### src/hw/rtl/asc_pkg.sv
// ----------------------------------------------------------------------------
// asc_pkg
// Shared types and constants for the ADC scan sequencer.
// ----------------------------------------------------------------------------
package asc_pkg;

	localparam int NumChannels = 8;
	localparam int SampleW     = 10;
	localparam int ChanW       = 3;
	localparam int MaskW       = 8;
	localparam int TakenW      = 4;
	localparam int CountW      = $clog2(NumChannels + 1);

	typedef logic [NumChannels-1:0] chan_mask_t;
	typedef logic [ChanW-1:0]       chan_t;
	typedef logic [SampleW-1:0]     sample_t;

	typedef enum logic [1:0] {
		ACT_START   = 2'd0,
		ACT_CONV    = 2'd1,
		ACT_READ    = 2'd2,
		ACT_CLEAR   = 2'd3
	} action_t;

	typedef enum logic [1:0] {
		ST_IDLE    = 2'd0,
		ST_RUNNING = 2'd1,
		ST_DONE    = 2'd2
	} status_t;

	// channel search results handed to the top level
	typedef struct packed {
		logic              any_live;
		chan_t             first_chan;
		logic              next_found;
		chan_t             next_chan;
		logic [CountW-1:0] live_count;
	} pick_t;

	typedef struct packed {
		status_t scan_status;
		sample_t read_sample;
		chan_t   conversion_channel;
		logic    start_conversion;
	} result_t;

endpackage

### src/hw/rtl/asc_chan_pick.sv
// ----------------------------------------------------------------------------
// asc_chan_pick
// Priority encoders and popcount over the live channel mask.
// ----------------------------------------------------------------------------
module asc_chan_pick (
	input  asc_pkg::chan_mask_t live_mask,
	input  asc_pkg::chan_t      active_chan,
	output asc_pkg::pick_t      pick
);
	import asc_pkg::*;

	chan_mask_t        above;
	logic [CountW-1:0] cnt;

	always_comb begin
		for (int i = 0; i < NumChannels; i++) begin
			above[i] = live_mask[i] && (ChanW'(i) > active_chan);
		end
	end

	always_comb begin
		cnt = '0;
		for (int i = 0; i < NumChannels; i++) begin
			cnt = cnt + CountW'(live_mask[i]);
		end
	end

	// scan downwards so the lowest set bit wins
	always_comb begin
		pick.first_chan = '0;
		pick.next_chan  = '0;
		for (int i = NumChannels - 1; i >= 0; i--) begin
			if (live_mask[i]) begin
				pick.first_chan = ChanW'(i);
			end
			if (above[i]) begin
				pick.next_chan = ChanW'(i);
			end
		end
		pick.any_live   = |live_mask;
		pick.next_found = |above;
		pick.live_count = cnt;
	end

endmodule

### src/hw/rtl/adc_scan_sequencer.sv
// ----------------------------------------------------------------------------
// adc_scan_sequencer
// Multichannel ADC scan sequencer with per-channel sample store.
// ----------------------------------------------------------------------------
// Usage:
//   cfg_valid/cfg_ready/cfg_data write the channel enable mask. cfg_ready is
//   always high; a write while a scan is running is dropped.
//   Slave stream: s_tuser carries the action (start, conversion complete,
//   read, clear); s_tdata carries the sample and the read channel.
//   Master stream: one result beat per input beat with the conversion
//   request, the read sample and the scan status after that beat.
//   The result of an accepted input beat is registered in the result register
//   (or in the skid register while the receiver stalls); one beat per
//   cycle is sustained while the receiver keeps m_tready high.
//   A two-entry output stage (result register plus skid register) lets an
//   input beat be taken while a result waits; s_tready drops only while both
//   entries are full.
//   Reset clears the mask, the sample store, the count and the status to
//   idle, and empties the output stage.
// ----------------------------------------------------------------------------
module adc_scan_sequencer (
	input  logic                       clk,
	input  logic                       arst_n,
	input  logic                       cfg_valid,
	output logic                       cfg_ready,
	input  logic [asc_pkg::MaskW-1:0]  cfg_data,   // channel_enable_mask
	input  logic                       s_tvalid,
	output logic                       s_tready,
	input  logic [15:0]                s_tdata,    // sample_value[9:0], read_channel[12:10]
	input  logic [1:0]                 s_tuser,    // action[1:0]
	output logic                       m_tvalid,
	input  logic                       m_tready,
	output logic [15:0]                m_tdata     // start_conversion[0], conversion_channel[3:1],
	                                               // read_sample[13:4], scan_status[15:14]
);
	import asc_pkg::*;

	logic [MaskW-1:0]  mask_q;
	sample_t           store_q [NumChannels];
	chan_t             active_q;
	logic [TakenW-1:0] taken_q;
	status_t           status_q;

	result_t res, out_q, skid_q;
	logic    out_v_q, skid_v_q;

	action_t           act;
	sample_t           in_sample;
	chan_t             in_rch;
	logic              in_acc;
	logic [TakenW-1:0] taken_inc;
	logic              conv_next;
	pick_t             pick;

	chan_t             active_d;
	logic [TakenW-1:0] taken_d;
	status_t           status_d;
	logic              store_we;
	logic              store_clr;

	assign act       = action_t'(s_tuser);
	assign in_sample = s_tdata[SampleW-1:0];
	assign in_rch    = s_tdata[SampleW +: ChanW];
	assign in_acc    = s_tvalid && s_tready;
	assign s_tready  = !skid_v_q;
	assign cfg_ready = 1'b1;
	assign taken_inc = taken_q + TakenW'(1);
	// advance to the next enabled channel rather than finish the scan
	assign conv_next = (status_q == ST_RUNNING) &&
	                   (CountW'(taken_inc) < pick.live_count) && pick.next_found;

	asc_chan_pick u_pick (
		.live_mask   (mask_q[NumChannels-1:0]),
		.active_chan (active_q),
		.pick        (pick)
	);

	// next state
	always_comb begin
		active_d  = active_q;
		taken_d   = taken_q;
		status_d  = status_q;
		store_we  = 1'b0;
		store_clr = 1'b0;
		case (act)
			ACT_START: begin
				if (pick.any_live) begin
					status_d = ST_RUNNING;
					active_d = pick.first_chan;
					taken_d  = '0;
				end
			end
			ACT_CONV: begin
				if (status_q == ST_RUNNING) begin
					store_we = 1'b1;
					taken_d  = taken_inc;
					if (conv_next) begin
						active_d = pick.next_chan;
					end else begin
						status_d = ST_DONE;
					end
				end
			end
			ACT_CLEAR: begin
				store_clr = 1'b1;
				active_d  = '0;
				taken_d   = '0;
				status_d  = ST_IDLE;
			end
			default: begin
			end
		endcase
	end

	// result beat
	always_comb begin
		res = '{scan_status: status_d, read_sample: '0,
		        conversion_channel: '0, start_conversion: 1'b0};
		case (act)
			ACT_START: begin
				if (pick.any_live) begin
					res.start_conversion   = 1'b1;
					res.conversion_channel = pick.first_chan;
				end
			end
			ACT_CONV: begin
				if (conv_next) begin
					res.start_conversion   = 1'b1;
					res.conversion_channel = pick.next_chan;
				end
			end
			ACT_READ: begin
				res.read_sample = store_q[in_rch];
			end
			default: begin
			end
		endcase
	end

	always_ff @(posedge clk or negedge arst_n) begin
		if (!arst_n) begin
			mask_q   <= '0;
			active_q <= '0;
			taken_q  <= '0;
			status_q <= ST_IDLE;
			for (int i = 0; i < NumChannels; i++) begin
				store_q[i] <= '0;
			end
		end else begin
			// hold the mask steady for the whole scan
			if (cfg_valid && cfg_ready && status_q != ST_RUNNING) begin
				mask_q <= cfg_data;
			end
			if (in_acc) begin
				active_q <= active_d;
				taken_q  <= taken_d;
				status_q <= status_d;
				for (int i = 0; i < NumChannels; i++) begin
					if (store_clr) begin
						store_q[i] <= '0;
					end else if (store_we && active_q == ChanW'(i)) begin
						store_q[i] <= in_sample;
					end
				end
			end
		end
	end

	// output register plus skid register
	always_ff @(posedge clk or negedge arst_n) begin
		if (!arst_n) begin
			out_v_q  <= 1'b0;
			skid_v_q <= 1'b0;
		end else begin
			if (!out_v_q || m_tready) begin
				if (skid_v_q) begin
					out_v_q  <= 1'b1;
					skid_v_q <= 1'b0;
				end else begin
					out_v_q <= in_acc;
				end
			end else if (in_acc) begin
				skid_v_q <= 1'b1;
			end
		end
	end

	always_ff @(posedge clk) begin
		if (!out_v_q || m_tready) begin
			out_q <= skid_v_q ? skid_q : res;
		end else if (in_acc) begin
			skid_q <= res;
		end
	end

	assign m_tvalid = out_v_q;
	assign m_tdata  = 16'(out_q);

	a_skid_needs_out: assert property (@(posedge clk) disable iff (!arst_n)
		skid_v_q |-> out_v_q)
		else $error("skid entry held while result register empty");

	a_running_count: assert property (@(posedge clk) disable iff (!arst_n)
		(status_q == ST_RUNNING) |-> (CountW'(taken_q) < pick.live_count))
		else $error("scan running with all enabled channels sampled");

	a_running_active_live: assert property (@(posedge clk) disable iff (!arst_n)
		(status_q == ST_RUNNING) |-> mask_q[active_q])
		else $error("active channel not enabled during scan");

	a_stall_holds: assert property (@(posedge clk) disable iff (!arst_n)
		(out_v_q && !m_tready) |=> (out_v_q && $stable(out_q)))
		else $error("result register changed under stall");

endmodule
### config.mk
export PLATFORM = sky130hd
export DESIGN_NAME = adc_scan_sequencer
export DESIGN_NICKNAME = d
export VERILOG_FILES = /design/src/hw/rtl/asc_pkg.sv /design/src/hw/rtl/asc_chan_pick.sv /design/src/hw/rtl/adc_scan_sequencer.sv
export SDC_FILE = /design/constraint.sdc
export NUM_CORES = 1
export LEC_CHECK = 0
export BUFFER_PORTS_ARGS = -buffer_cell sky130_fd_sc_hd__clkbuf_2
export CAP_MARGIN = 30
export CORE_MARGIN = 3
export CORE_UTILIZATION = 60
export DETAILED_ROUTE_END_ITERATION = 16
export PLACE_DENSITY = 0.81
export SYNTH_ARGS = -nofsm -noshare
export SYNTH_HDL_FRONTEND = slang
export SYNTH_SLANG_ARGS = --single-unit
### constraint.sdc
create_clock -name clk -period 4.4 [get_ports clk]
set_input_delay 0.22 -clock clk [delete_from_list [all_inputs] [get_ports clk]]
set_output_delay 0.22 -clock clk [all_outputs]
set_load 0.05 [all_outputs]
## After elaboration in Yosys (flattened, before gate mapping)

Index checks and enable logic that the tools add are counted.

- Output and inout port bits: 19
- Bits in registers: 131
- Logic and storage cells: 162
- Bits in latches: 0
- Input bits: 31
- RAM bits: 0
- Memory bits (read-only): 0
- Memories kept: 0

- $add $sub $neg: 8
- Muxes and demuxes: 57
- Shift operators: 0
- Magnitude comparators: 10
- Equal/unequal tests: 15
- Reductions and logical operators: 48
- Bitwise operators: 2
- Multiply operators: 0
- Divide/modulo/power cells: 0

Operator list:

| cell | count |
|---|---|
| $mux 10 | 19 |
| $mux 3 | 19 |
| $bmux 10 s3 | 1 |
| $add 4x1->4 | 6 |
| $logic_and 1x1->1 | 20 |
| $reduce_and 2->1 | 9 |
| $reduce_bool 2->1 | 9 |
| $mux 16 | 1 |
| $mux 4 | 4 |
| $reduce_or 8->1 | 2 |
| $eq 3x3->1 const B | 4 |
| $gt 3x3->1 const A | 4 |
| $pmux 4 s3 | 1 |
| $pmux 3 s3 | 1 |
| $pmux 4 s2 | 1 |
| $eq 3x2->1 const B | 2 |
| $gt 1x3->1 const A | 2 |
| $gt 2x3->1 const A | 2 |
| $mux 1 | 6 |
| $mux 2 | 3 |
| $ne 2x2->1 const B | 3 |
| $pmux 2 s3 | 1 |
| $reduce_and 5->1 | 1 |
| $add 4x1->4 const B | 1 |
| 15 further kinds | 18 |

## Logic depth before layout (Yosys ltp)

Gate-level depths: netlist (run 1).

- Word-level depth: 14
- Gate-level depth with buffers: 16
- Depth with buffers taken out: 16

## Hierarchy

A second synthesis (run 1) with hierarchy kept.

- Cell total of the unflattened synthesis: 537
- Area total of the unflattened synthesis: 6567.5 sq um

By module, submodules not included:

| module | times used | sequential area each (sq um) | area each (sq um) | cells an instance |
|---|---|---|---|---|
| adc_scan_sequencer | 1 | 3438.3 | 6103.4 | 473 |
| asc_chan_pick | 1 | 0.0 | 464.2 | 64 |

## Worst setup path before layout (run 1)

OpenSTA, ideal clock, no wires.

- Path type: reg-to-reg
- Start point: register mask_q[1]
- End point: register out_q, in the netlist m_tdata[0], data pin
- Data arrival time: 3.723 ns
- Stages on the path, launching flop included: 16
- Library setup time: 0.260 ns
- Period minus slack after synthesis: 3.983 ns
- Setup slack: 0.417 ns
- Path through: dfrtp_1 inv_1 ha_1 inv_1 fa_1 fa_1 fa_1 fa_1 xor2_1 ha_1 o21ai_0 o21ai_0 o21bai_2 o21a_1 inv_1 mux2_2

RTL lines:

| item | RTL line | source |
|---|---|---|
| from (decl) | adc_scan_sequencer.sv:38 | `logic [MaskW-1:0] mask_q;` |
| from (signal assigned) | adc_scan_sequencer.sv:152 | `mask_q <= cfg_data;` |
| to (signal assigned) | adc_scan_sequencer.sv:190 | `out_q <= skid_v_q ? skid_q : res;` |
| to (decl) | adc_scan_sequencer.sv:44 | `result_t res, out_q, skid_q;` |

==> results.md, run 1 <==
* Outcome: finished clean
* Critical path capture point type: flop
* Crit path DAT at ~4400 ps
* Leak at ~3.2 nW
* IO Port Bufs at between 40 and 50
* Detailed Place HPWL at about 8400 um
* Insertion delay to the later sink of the worst-skew pair at 520 ps
* Pin count of the biggest net entering global routing at 65
* Unrepaired setup endpoints after global routing: false
* Fmax at ~0.24 GHz
* Skew final at 8.49 ps
* GRT busiest layer: met2
* Yosys reg bits at 131
* Root buffer cell: clkbuf_8
* Comb power frac at 33.2%
* Max cap viols at 0
* Clock power frac at 28.4%
* Total number of vias at about 4100
* VDD IR max at around 0.50 mV
* Syn_nets at 508
* Hold Fails Final Rpt at 0
* Syn Area/Cell at around 14 um^2
* Initial core utilization at slightly above 60%
* Critical path type: reg2reg
* Slew HR at 43.6%
* Yosys warning count at 0
* FP Rows at 37
* M2 GR Usage at 39.4%
* Grt ovf at 0
* Crit path launch type: flop
* DIE WIDTH at approximately 110 um
* First-pass GRT wire length at around 22000 um
* Slew Viols, Final at 0
* Hold crit path type: in2reg
* H-Tree Depth at 4
* Initial DRC Count at 237
* Most common cell after layout, fill and taps aside: mux2_2
* Post-layout min period at roughly 4100 ps
* Area growth syn-to-layout at 16.3%
* Vias per inst at about 6
* Post-route ant nets at 0
* Diodes inserted at 0
* Final WL at 13100 um
* Pint at roughly 0.0032 W
* Library cells used by synthesis at 47
* Post-Syn Area at ~0.0064 mm^2
* Maximum clock path buffer count at 2
* RD Place Congestion at 0.876
* PwrDens at about 640 mW/mm^2
* Chip height at ~110 um
* Most frequent cells in the layout: 104 x mux2_2, 99 x dfrtp_1, 44 x clkbuf_2
* Post-synth ARST share at between 70 and 80%
* Layout Utilization at between 70% and 80%
* Fin Setup TNS at 0 ps
* Post-synth EDFFs at 32
* Die Area at between 0.01 and 0.015 mm^2
* Initial antenna violation count at 0
* Total GRT Usage at ~24%
* Dominant synthesized flop cell: dfrtp_1
* DRC viols at 0
* CTS tree: yes
* P_sw at 0.00158 W
* Crit share post-route at 94.2%
* Drt wl/cell at 19.4 um
* FF+latch area at roughly 0.0034 mm^2
* Sw Ratio at 33.1%
* Num CTS Buffers at 17
* Share of cells above drive strength 1 at 39.8%
* I/O Pins at 50
* Clock transition at path regs at about 60 ps
* Setup violations, final at 0
* M1 GR Usage at 32.2%
* Crit path max fanout at 5
* Worst EP required at 4670 ps
* Area of the multi-input gates at ~0.0029 mm^2
* Vias in the first global route at roughly 4200
* Nets at 573
* GR Util met3 at 5.64%
* # clock sinks at approximately 130
* Core box area at 0.0104 mm^2
* Sequential power share at 38.4%
* Worst-margin pin slew at approximately 850 ps
* Seq/Total Area, Yosys at a little over half
* Cells after synthesis at 460
* DR pass1 iterations at 5
* Filler Cell Count at just under 700
-- worst max-delay path: stages (launching register included) --
cell	delay, ps
dfrtp_1	340
inv_1	60
ha_1	270
inv_1	50
fa_1	500
fa_1	430
fa_1	420
fa_1	390
xor2_1	150
ha_1	270
o21ai_0	70
o21ai_1	180
o21bai_2	210
o21a_1	240
inv_1	70
mux2_2	260
-- power groups by stage --
stage | clock network, W | registers, W | logic, W
global placement | 0 | 0.00181 | 0.00147
floorplan | 0 | 0.00188 | 0.00113
global route | 0.00143 | 0.00187 | 0.00176
CTS | 0.00137 | 0.00183 | 0.00158
detailed placement | 0 | 0.00184 | 0.00155
finish | 0.00135 | 0.00183 | 0.00158
-- synth_stat cells, types with 4 or more instances --
cell type	n	area, um^2
a21oi_1	14	70.1
a31oi_1	6	37.5
clkbuf_1	5	18.8
dfrtp_1	99	2480
edfxtp_1	32	961
fa_1	4	80.1
ha_1	13	163
inv_1	19	71.3
mux2_2	104	1170
mux2i_1	11	110
mux4_2	20	450
nand2_1	17	63.8
nand2b_1	6	37.5
nor2_1	15	56.3
nor2_4	8	90.1
nor2b_1	28	175
o21ai_0	11	55.1
-- cell families after synthesis --
logic type | count (synthesis) | synth area share, %
multiplexers | 135 | 26.9
XOR/XNOR | 3 | 0.408
AO/OA/AOI/OAI | 52 | 5.13
AND/OR/NAND/NOR | 87 | 8.14
other | 1 | 0.0582
adder cells (fa/ha/maj) | 17 | 3.77
buffers and inverters | 34 | 2.23
flip-flops | 131 | 53.4
-- flip-flops by register name (all words and copies together), names as in the netlist --
name      cells
status_q      2
store_q      80
m_tdata      16
skid_q       16
active_q      3
skid_v_q      1
taken_q       4
mask_q        8
m_tvalid      1
-- layout make-up --
type	instances	area share, %
Sequential cell	131	45.9
Multi-Input combinational cell	295	38.2
Clock buffer	26	6.80
Timing Repair Buffer	60	4.98
Tap cell	136	2.27
Inverter	20	1.00
Clock inverter	6	0.885
-- what timing repair did --
action                                  CTS  global route
endpoints found under the setup margin    0             1
hold endpoints to repair                 73             0
hold buffers                             10             0
buffers inserted                          0             0
resized for setup                         0             1
-- metrics by stage --
step,power (W),instance area [um^2],cells,hold slack (ps),worst slack [ps]
after floorplan,0.00301,6440,460,-75.6,417
after global placement,0.00328,6800,631,336,335
after detailed placement,0.00339,6800,631,350,237
after CTS,0.00477,7480,673,243,188
after global routing,0.00506,7490,674,279,51.7
final,0.00477,7490,674,257,254
-- path summary, 6_finish.rpt --
check	start	endpoint	slack, ps	cells after the start
max	mask_q[0]	m_tdata[0]	250	15
min	cfg_valid	mask_q[7]	260	3
max reg2reg	mask_q[0]	m_tdata[0]	250	15
min reg2reg	store_q[11]	store_q[11]	500	1
max in group asynchronous	arst_n	store_q[74]	3070	3
min in group asynchronous	arst_n	store_q[46]	320	2
-- routing by layer --
metal  wire, um  vias up
met2       6500      125
met4        245        0
met5          0        -
li1           -     1821
met1       5660     2081
met3        652       35
Power figures use the tool's default switching activity.
==> run 2: changes to the inputs <==
--- a/config.mk
+++ b/config.mk
@@ -11,6 +11,8 @@
 export CORE_UTILIZATION = 60
 export DETAILED_ROUTE_END_ITERATION = 16
 export PLACE_DENSITY = 0.81
+export SETUP_SLACK_MARGIN = 0.3
 export SYNTH_ARGS = -nofsm -noshare
 export SYNTH_HDL_FRONTEND = slang
+export SYNTH_HIERARCHICAL = 1
 export SYNTH_SLANG_ARGS = --single-unit
==> results.md, run 2 <==
* Outcome: finished clean (unchanged)
* Share of cells above drive strength 1 at 29.2% (was 39.8%)
* Crit path DAT at 4670 ps (was 4420 ps)
* IO Port Bufs at 45 (unchanged)
* Synth area leaders: dfrtp_1 38%, edfxtp_1 15%, o2bb2ai_1 7.2%, mux4_2 6.9%, mux2i_1 3.2% (was dfrtp_1 38%, mux2_2 18%, edfxtp_1 15%, mux4_2 7.0%, nor2b_1 2.7%)
* Syn_nets at 585 (was 508)
* M1 WL at 6980 um (was 5660 um)
* Largest register FFs at 80 (unchanged)
* # clock sinks at 131 (unchanged)
* RD Place Congestion at 0.862 (was 0.876)
* First-pass GRT wire length at 27400 um (was 21500 um)
* Reg2Reg Depth at 25 (was 15)
* DR WL met2 at 8280 um (was 6500 um)
* Setup crit end: active_q[0] (was m_tdata[0])
* Critical path capture point type: flop (unchanged)
* Reg with most FFs: store_q (unchanged)
* Chip height at 111 um (was 110 um)
* Post-route ant nets at 0 (unchanged)
* Most common cell after layout, fill and taps aside: dfrtp_1 (was mux2_2)
* Hold Fails Final Rpt at 0 (unchanged)
* Worst-margin pin slew at 861 ps (was 846 ps)
* Area growth syn-to-layout at 22.1% (was 16.3%)
* CTS tree: yes (unchanged)
* Met3 WL at 1410 um (was 652 um)
* Post-synth top area share at 37.7% (was 38.5%)
* I/O Pins at 50 (unchanged)
* Total GRT Usage at 28.5% (was 24.3%)
* Slew HR at 42.6% (was 43.6%)
* Setup WS post-layout at 111 ps (was 254 ps)
* Initial core utilization at 62.8% (was 62.1%)
* Crit share post-route at 97.5% (was 94.2%)
* Fmax at 0.233 GHz (was 0.241 GHz)
* Initial DRC Count at 712 (was 237)
* Yosys reg bits at 131 (unchanged)
* Maximum clock path buffer count at 2 (unchanged)
* CP startpoint: mask_q[0] (unchanged)
* Commonest cells post-synth: 99 x dfrtp_1, 54 x o2bb2ai_1, 34 x nand2_1 (was 104 x mux2_2, 99 x dfrtp_1, 32 x edfxtp_1)
* Final WL at 17300 um (was 13100 um)
* Leak at 3.48 nW (was 3.24 nW)
* Post-Syn Area at 0.00657 mm^2 (was 0.00644 mm^2)
* Top Metal Used: met4 (unchanged)
* Pin count of the biggest net entering global routing at 62 (was 65)
* Finished Layout Cells at 769 (was 674)
* FP Rows at 37 (unchanged)
* Critical R2R Capture: active_q[0] (was m_tdata[0])
* H-Tree Depth at 4 (unchanged)
* Largest area contributor in the netlist: dfrtp_1 (unchanged)
* Core box area at 0.0105 mm^2 (was 0.0104 mm^2)
* Post-synth EDFFs at 32 (unchanged)
* Slew Viols, Final at 0 (unchanged)
* DP Worst Slack at 23.4 ps (was 237 ps)
* VDD IR max at 0.769 mV (was 0.501 mV)
* Post-synth ARST share at 75.6% (unchanged)
* Seq/Total Area, Yosys at 52.4% (was 53.4%)
* Fin Setup TNS at 0 ps (unchanged)
* Diodes inserted at 0 (unchanged)
* Die Area at 0.0122 mm^2 (was 0.0120 mm^2)
* Critical path type: reg2reg (unchanged)
* PwrDens at 740 mW/mm^2 (was 637 mW/mm^2)
* Unrepaired setup endpoints after global routing: true (was false)
* Vias in the first global route at 5261 (was 4211)
* Hold crit path type: in2reg (unchanged)
* DRC viols at 0 (unchanged)
* Syn Area/Cell at 12.2 um^2 (was 14.0 um^2)
* Num CTS Buffers at 17 (unchanged)
* Most frequent cells in the layout: 99 x dfrtp_1, 54 x o2bb2ai_1, 44 x clkbuf_2 (was 104 x mux2_2, 99 x dfrtp_1, 44 x clkbuf_2)
* Initial antenna violation count at 0 (unchanged)
* Critical R2R Launch: mask_q[0] (unchanged)
* DR pass1 iterations at 6 (was 5)
* Most frequent cell after synthesis: dfrtp_1 (was mux2_2)
* Post-layout min period at 4290 ps (was 4150 ps)
* Grt ovf at 0 (unchanged)
* Yosys warning count at 6 (was 0)
* Filler Cell Count at 599 (was 679)
* Crit path max fanout at 6 (was 5)
* R2r setup slk at 110 ps (was 250 ps)
* Overall power at 0.00594 W (was 0.00477 W)
* Total number of vias at 5140 (was 4062)
* Root buffer cell: clkbuf_8 (unchanged)
* Nets at 668 (was 573)
* Crit path launch type: flop (unchanged)
* Worst EP required at 4780 ps (was 4670 ps)
* Library cells used by synthesis at 61 (was 47)
* Clock transition at path regs at 60 ps (about the same)
* DIE WIDTH at 111 um (was 110 um)
* Insertion delay to the later sink of the worst-skew pair at 520 ps (about the same)
* Final hold slack at 110 ps (was 257 ps)
* Setup violations, final at 0 (unchanged)
* Drt wl/cell at 22.5 um (was 19.4 um)
* Dominant synthesized flop cell: dfrtp_1 (unchanged)
* Vias per inst at 6.68 (was 6.03)
* Skew final at 8.97 ps (was 8.49 ps)
* Post-Place Cells at 699 (was 631)
* Detailed Place HPWL at 9920 um (was 8430 um)
* Cells after synthesis at 537 (was 460)
* Max cap viols at 0 (unchanged)
==> run 2: layout make-up <==
| class | instances | area, um^2 | share of cell area, % |
|---|---|---|---|
| multi-input combinational | 352 | 3080 | 38.4 |
| timing repair buffer | 90 | 622 | 7.75 |
| inverter | 28 | 105 | 1.31 |
| clock inverter | 12 | 178 | 2.22 |
| tap | 136 | 170 | 2.12 |
| sequential | 131 | 3440 | 42.9 |
| clock buffer | 20 | 425 | 5.30 |
==> run 2: power by group <==
part	switching, W	internal [W]
clock network	0.000529	0.000923
registers	0.000201	0.00142
logic	0.00156	0.00130
total	0.00229	0.00364
==> run 2: worst min path at each step <==
stage	slack (ps)	end	from	cells after the start
after floorplan	-80	active_q[0]	arst_n	0
after global placement	340	store_q[58]	arst_n	1
after detailed placement	350	store_q[58]	arst_n	1
after CTS	100	store_q[40]	s_tdata[0]	3
after global routing	120	store_q[40]	s_tdata[0]	3
final	110	store_q[7]	s_tdata[7]	3
==> run 2: logic make-up (layout without fill, tap and decap cells) <==
| logic type | after synthesis | in the layout | synth area share, % |
|---|---|---|---|
| and+or+nand+nor | 128 | 128 | 10.7 |
| AOI/OAI and AO/OA | 150 | 150 | 17.2 |
| other | 1 | 1 | 0.0571 |
| muxes | 53 | 53 | 12.1 |
| buffers and inverters | 54 | 150 | 3.51 |
| DFF | 131 | 131 | 52.4 |
| xor gates and xnor gates | 3 | 3 | 0.400 |
| adders and majority gates | 17 | 17 | 3.70 |
==> run 2: per-layer routing <==
layer	up-vias	track usage, %
met5	-	0
met4	0	13.2
met3	65	5.81
met2	339	44.3
met1	2554	38.9
li1	2182	-
==> run 2: what timing repair did <==
| item | in CTS | in global routing |
|---|---|---|
| hold buffers | 10 | 0 |
| endpoints found under the setup margin | 14 | 21 |
| setup buffers | 21 | 6 |
| resized for setup | 26 | 16 |
| pin swaps | 11 | 8 |
| endpoints found under the hold margin | 69 | 0 |
==> run 2: stage by stage <==
stage,util (%),area [um^2]
2_1_floorplan,-,6570
3_3_place_gp,65.7,6870
3_5_place_dp,66.1,6920
4_1_cts,75.5,7900
5_1_grt,76.7,8020
6_report,76.7,8020
==> run 2: worst max-delay path: stages, from the launching register on <==
cell     delay [ps]
dfrtp_1         360
inv_2            60
buf_4           130
buf_4           130
buf_4           130
buf_4           130
buf_4           120
buf_4           120
buf_4           120
buf_4           120
buf_4           130
buf_4           120
buf_4           120
buf_4           130
buf_4           120
buf_4           120
buf_4           130
buf_4           130
buf_4           130
buf_4           120
ha_1            200
nand3_2         120
nor2b_1         130
or3_4           460
o41ai_2         430
a22oi_2         120
==> run 3: changes to the inputs <==
--- a/config.mk
+++ b/config.mk
@@ -5,12 +5,13 @@
 export SDC_FILE = /design/constraint.sdc
 export NUM_CORES = 1
 export LEC_CHECK = 0
-export BUFFER_PORTS_ARGS = -buffer_cell sky130_fd_sc_hd__clkbuf_2
+export BUFFER_PORTS_ARGS = -buffer_cell sky130_fd_sc_hd__buf_2
 export CAP_MARGIN = 30
 export CORE_MARGIN = 3
-export CORE_UTILIZATION = 60
+export CORE_UTILIZATION = 62
+export CTS_BUF_LIST = sky130_fd_sc_hd__clkbuf_8
 export DETAILED_ROUTE_END_ITERATION = 16
-export PLACE_DENSITY = 0.81
+export PLACE_DENSITY = 0.83
 export SETUP_SLACK_MARGIN = 0.3
 export SYNTH_ARGS = -nofsm -noshare
 export SYNTH_HDL_FRONTEND = slang
==> results.md, run 3 (synthesized netlist as in run 2, its figures left out) <==
* PwrDens at 711 mW/mm^2 (was 740 mW/mm^2)
* Slew Viols, Final at 0 (unchanged)
* Crit share post-route at 96.7% (was 97.5%)
* P_sw at 0.00207 W (was 0.00229 W)
* Setup violations, final at 0 (unchanged)
* Hold crit path type: in2reg (unchanged)
* Die Area at 0.0119 mm^2 (was 0.0122 mm^2)
* Fmax at 0.235 GHz (was 0.233 GHz)
* Clock transition at path regs at 70 ps (was 60 ps)
* Skew final at 8.47 ps (was 8.97 ps)
* Drt wl/cell at 21.3 um (was 22.5 um)
* Overall power at 0.00536 W (was 0.00594 W)
* DR pass1 iterations at 5 (was 6)
* # clock sinks at 131 (unchanged)
* CP startpoint: mask_q[3] (was mask_q[0])
* DIE WIDTH at 109 um (was 111 um)
* Crit path launch type: flop (unchanged)
* FP Rows at 36 (was 37)
* Pint at 0.00329 W (was 0.00364 W)
* Initial DRC Count at 481 (was 712)
* IO Port Bufs at 45 (unchanged)
* VDD IR max at 0.686 mV (was 0.769 mV)
* Most common cell after layout, fill and taps aside: dfrtp_1 (unchanged)
* Crit path max fanout at 4 (was 6)
* Worst EP required at 4700 ps (was 4780 ps)
* Post-Layout Inst Area at 0.00754 mm^2 (was 0.00802 mm^2)
* Reg2Reg Depth at 16 (was 25)
* Placed Instance Area at 0.00691 mm^2 (was 0.00692 mm^2)
* Total GRT Usage at 28.1% (was 28.5%)
* First-pass GRT wire length at 25200 um (was 27400 um)
* Clock power frac at 19.3% (was 24.5%)
* Core box area at 0.0100 mm^2 (was 0.0105 mm^2)
* Insertion delay to the later sink of the worst-skew pair at 430 ps (was 520 ps)
* Initial antenna violation count at 0 (unchanged)
* Hold Crit Start: cfg_data[5] (was s_tdata[7])
* DRC viols at 0 (unchanged)
* Final WL at 15600 um (was 17300 um)
* Grt ovf at 0 (unchanged)
* FF+latch area at 0.00344 mm^2 (unchanged)
* Pin count of the biggest net entering global routing at 61 (was 62)
* I/O Pins at 50 (unchanged)
* Worst-margin pin slew at 968 ps (was 861 ps)
* Leak at 3.25 nW (was 3.48 nW)
* Vias per inst at 6.60 (was 6.68)
* DP Worst Slack at -21.8 ps (was 23.4 ps)
* Hold Path Cell Cnt at 2 (was 3)
* Root buffer cell: clkbuf_8 (unchanged)
* H-Tree Depth at 4 (unchanged)
* Filler Cell Count at 629 (was 599)
* Comb power frac at 50.7% (was 48.2%)
* Final hold slack at 23.1 ps (was 110 ps)
* Hold Fails Final Rpt at 0 (unchanged)
* Sw Ratio at 38.6% (about the same)
* Detailed Place HPWL at 10300 um (was 9920 um)
* Largest register FFs at 80 (unchanged)
* Slew HR at 35.3% (was 42.6%)
* Max cap viols at 0 (unchanged)
* Reg with most FFs: store_q (unchanged)
* Outcome: finished clean (unchanged)
* Num CTS Buffers at 17 (unchanged)
* Most frequent cells in the layout: 99 x dfrtp_1, 54 x o2bb2ai_1, 44 x buf_2 (was 99 x dfrtp_1, 54 x o2bb2ai_1, 44 x clkbuf_2)
* Critical R2R Launch: mask_q[3] (was mask_q[0])
* Critical path capture point type: flop (unchanged)
* Vias in the first global route at 4929 (was 5261)
* Diodes inserted at 0 (unchanged)
* Sequential power share at 30.1% (was 27.3%)
* Area growth syn-to-layout at 14.7% (was 22.1%)
* Total number of vias at 4848 (was 5140)
* Post-route ant nets at 0 (unchanged)
* Critical path type: reg2reg (unchanged)
* Area of the multi-input gates at 0.00305 mm^2 (was 0.00308 mm^2)
* Maximum clock path buffer count at 2 (unchanged)
* CTS tree: yes (unchanged)
* Post-layout min period at 4250 ps (was 4290 ps)
* Initial core utilization at 65.4% (was 62.8%)
* Chip height at 109 um (was 111 um)
* RD Place Congestion at 0.841 (was 0.862)
* Crit path DAT at 4560 ps (was 4670 ps)
* Setup WS post-layout at 146 ps (was 111 ps)
* Unrepaired setup endpoints after global routing: true (unchanged)
* Share of cells above drive strength 1 at 26.8% (was 29.2%)
* Nets at 638 (was 668)
* Layout Utilization at 75.0% (was 76.7%)
==> run 3: metrics by stage <==
step | instances | setup TNS [ps]
floorplan | 537 | 0
CTS | 731 | 0
finish | 734 | 0
detailed placement | 696 | -21.8
global placement | 693 | 0
global route | 734 | 0
==> run 3: worst paths after layout <==
path	end	slack (ps)
setup / recovery	m_tdata[3]	150
hold / removal	mask_q[5]	20
min in group asynchronous	mask_q[4]	410
setup reg to reg	m_tdata[3]	150
max in group asynchronous	status_q[1]	2980
hold reg to reg	store_q[13]	490
==> run 3: area by class of cell <==
cell class              count  share of cell area, %
clock buffers              19                   3.47
multi-input cells         352                   40.4
well taps                 133                   2.21
flip-flops and latches    131                   45.6
repair buffers             60                   5.03
inverters                  28                   1.39
clock inverters            11                   1.84
==> run 3: power groups by stage <==
stage	Combinational [W]	Clock [W]	Sequential (W)
6_report	0.00271	0.00103	0.00161
5_1_grt	0.00289	0.00110	0.00164
4_1_cts	0.00217	0.00104	0.00160
3_5_place_dp	0.00168	0	0.00162
3_3_place_gp	0.00156	0	0.00160
2_1_floorplan	0.00122	0	0.00163
==> run 3: repair_timing <==
| item | 4_1_cts | 5_1_grt |
|---|---|---|
| hold endpoints to repair | 59 | 0 |
| hold buffers | 1 | 0 |
| buffers inserted | 4 | 3 |
| setup endpoints to repair | 17 | 17 |
| pin swaps | 11 | 12 |
| resized for setup | 21 | 14 |
==> run 3: worst max-delay path: stages (launching register included) <==
cell	delay, ps
dfrtp_1	380
inv_2	60
fa_1	570
fa_1	440
fa_1	500
inv_1	50
ha_2	170
inv_2	50
fa_2	430
inv_2	60
inv_2	40
ha_4	140
or4b_4	550
o2bb2ai_4	240
buf_12	140
a31o_2	160
mux2_2	150
==> run 3: per-layer routing <==
metal  track usage [%]  wire length, um
met5                 0                0
met4              10.7              359
met3              7.34             1310
met2              45.3             7670
met1              36.7             6310
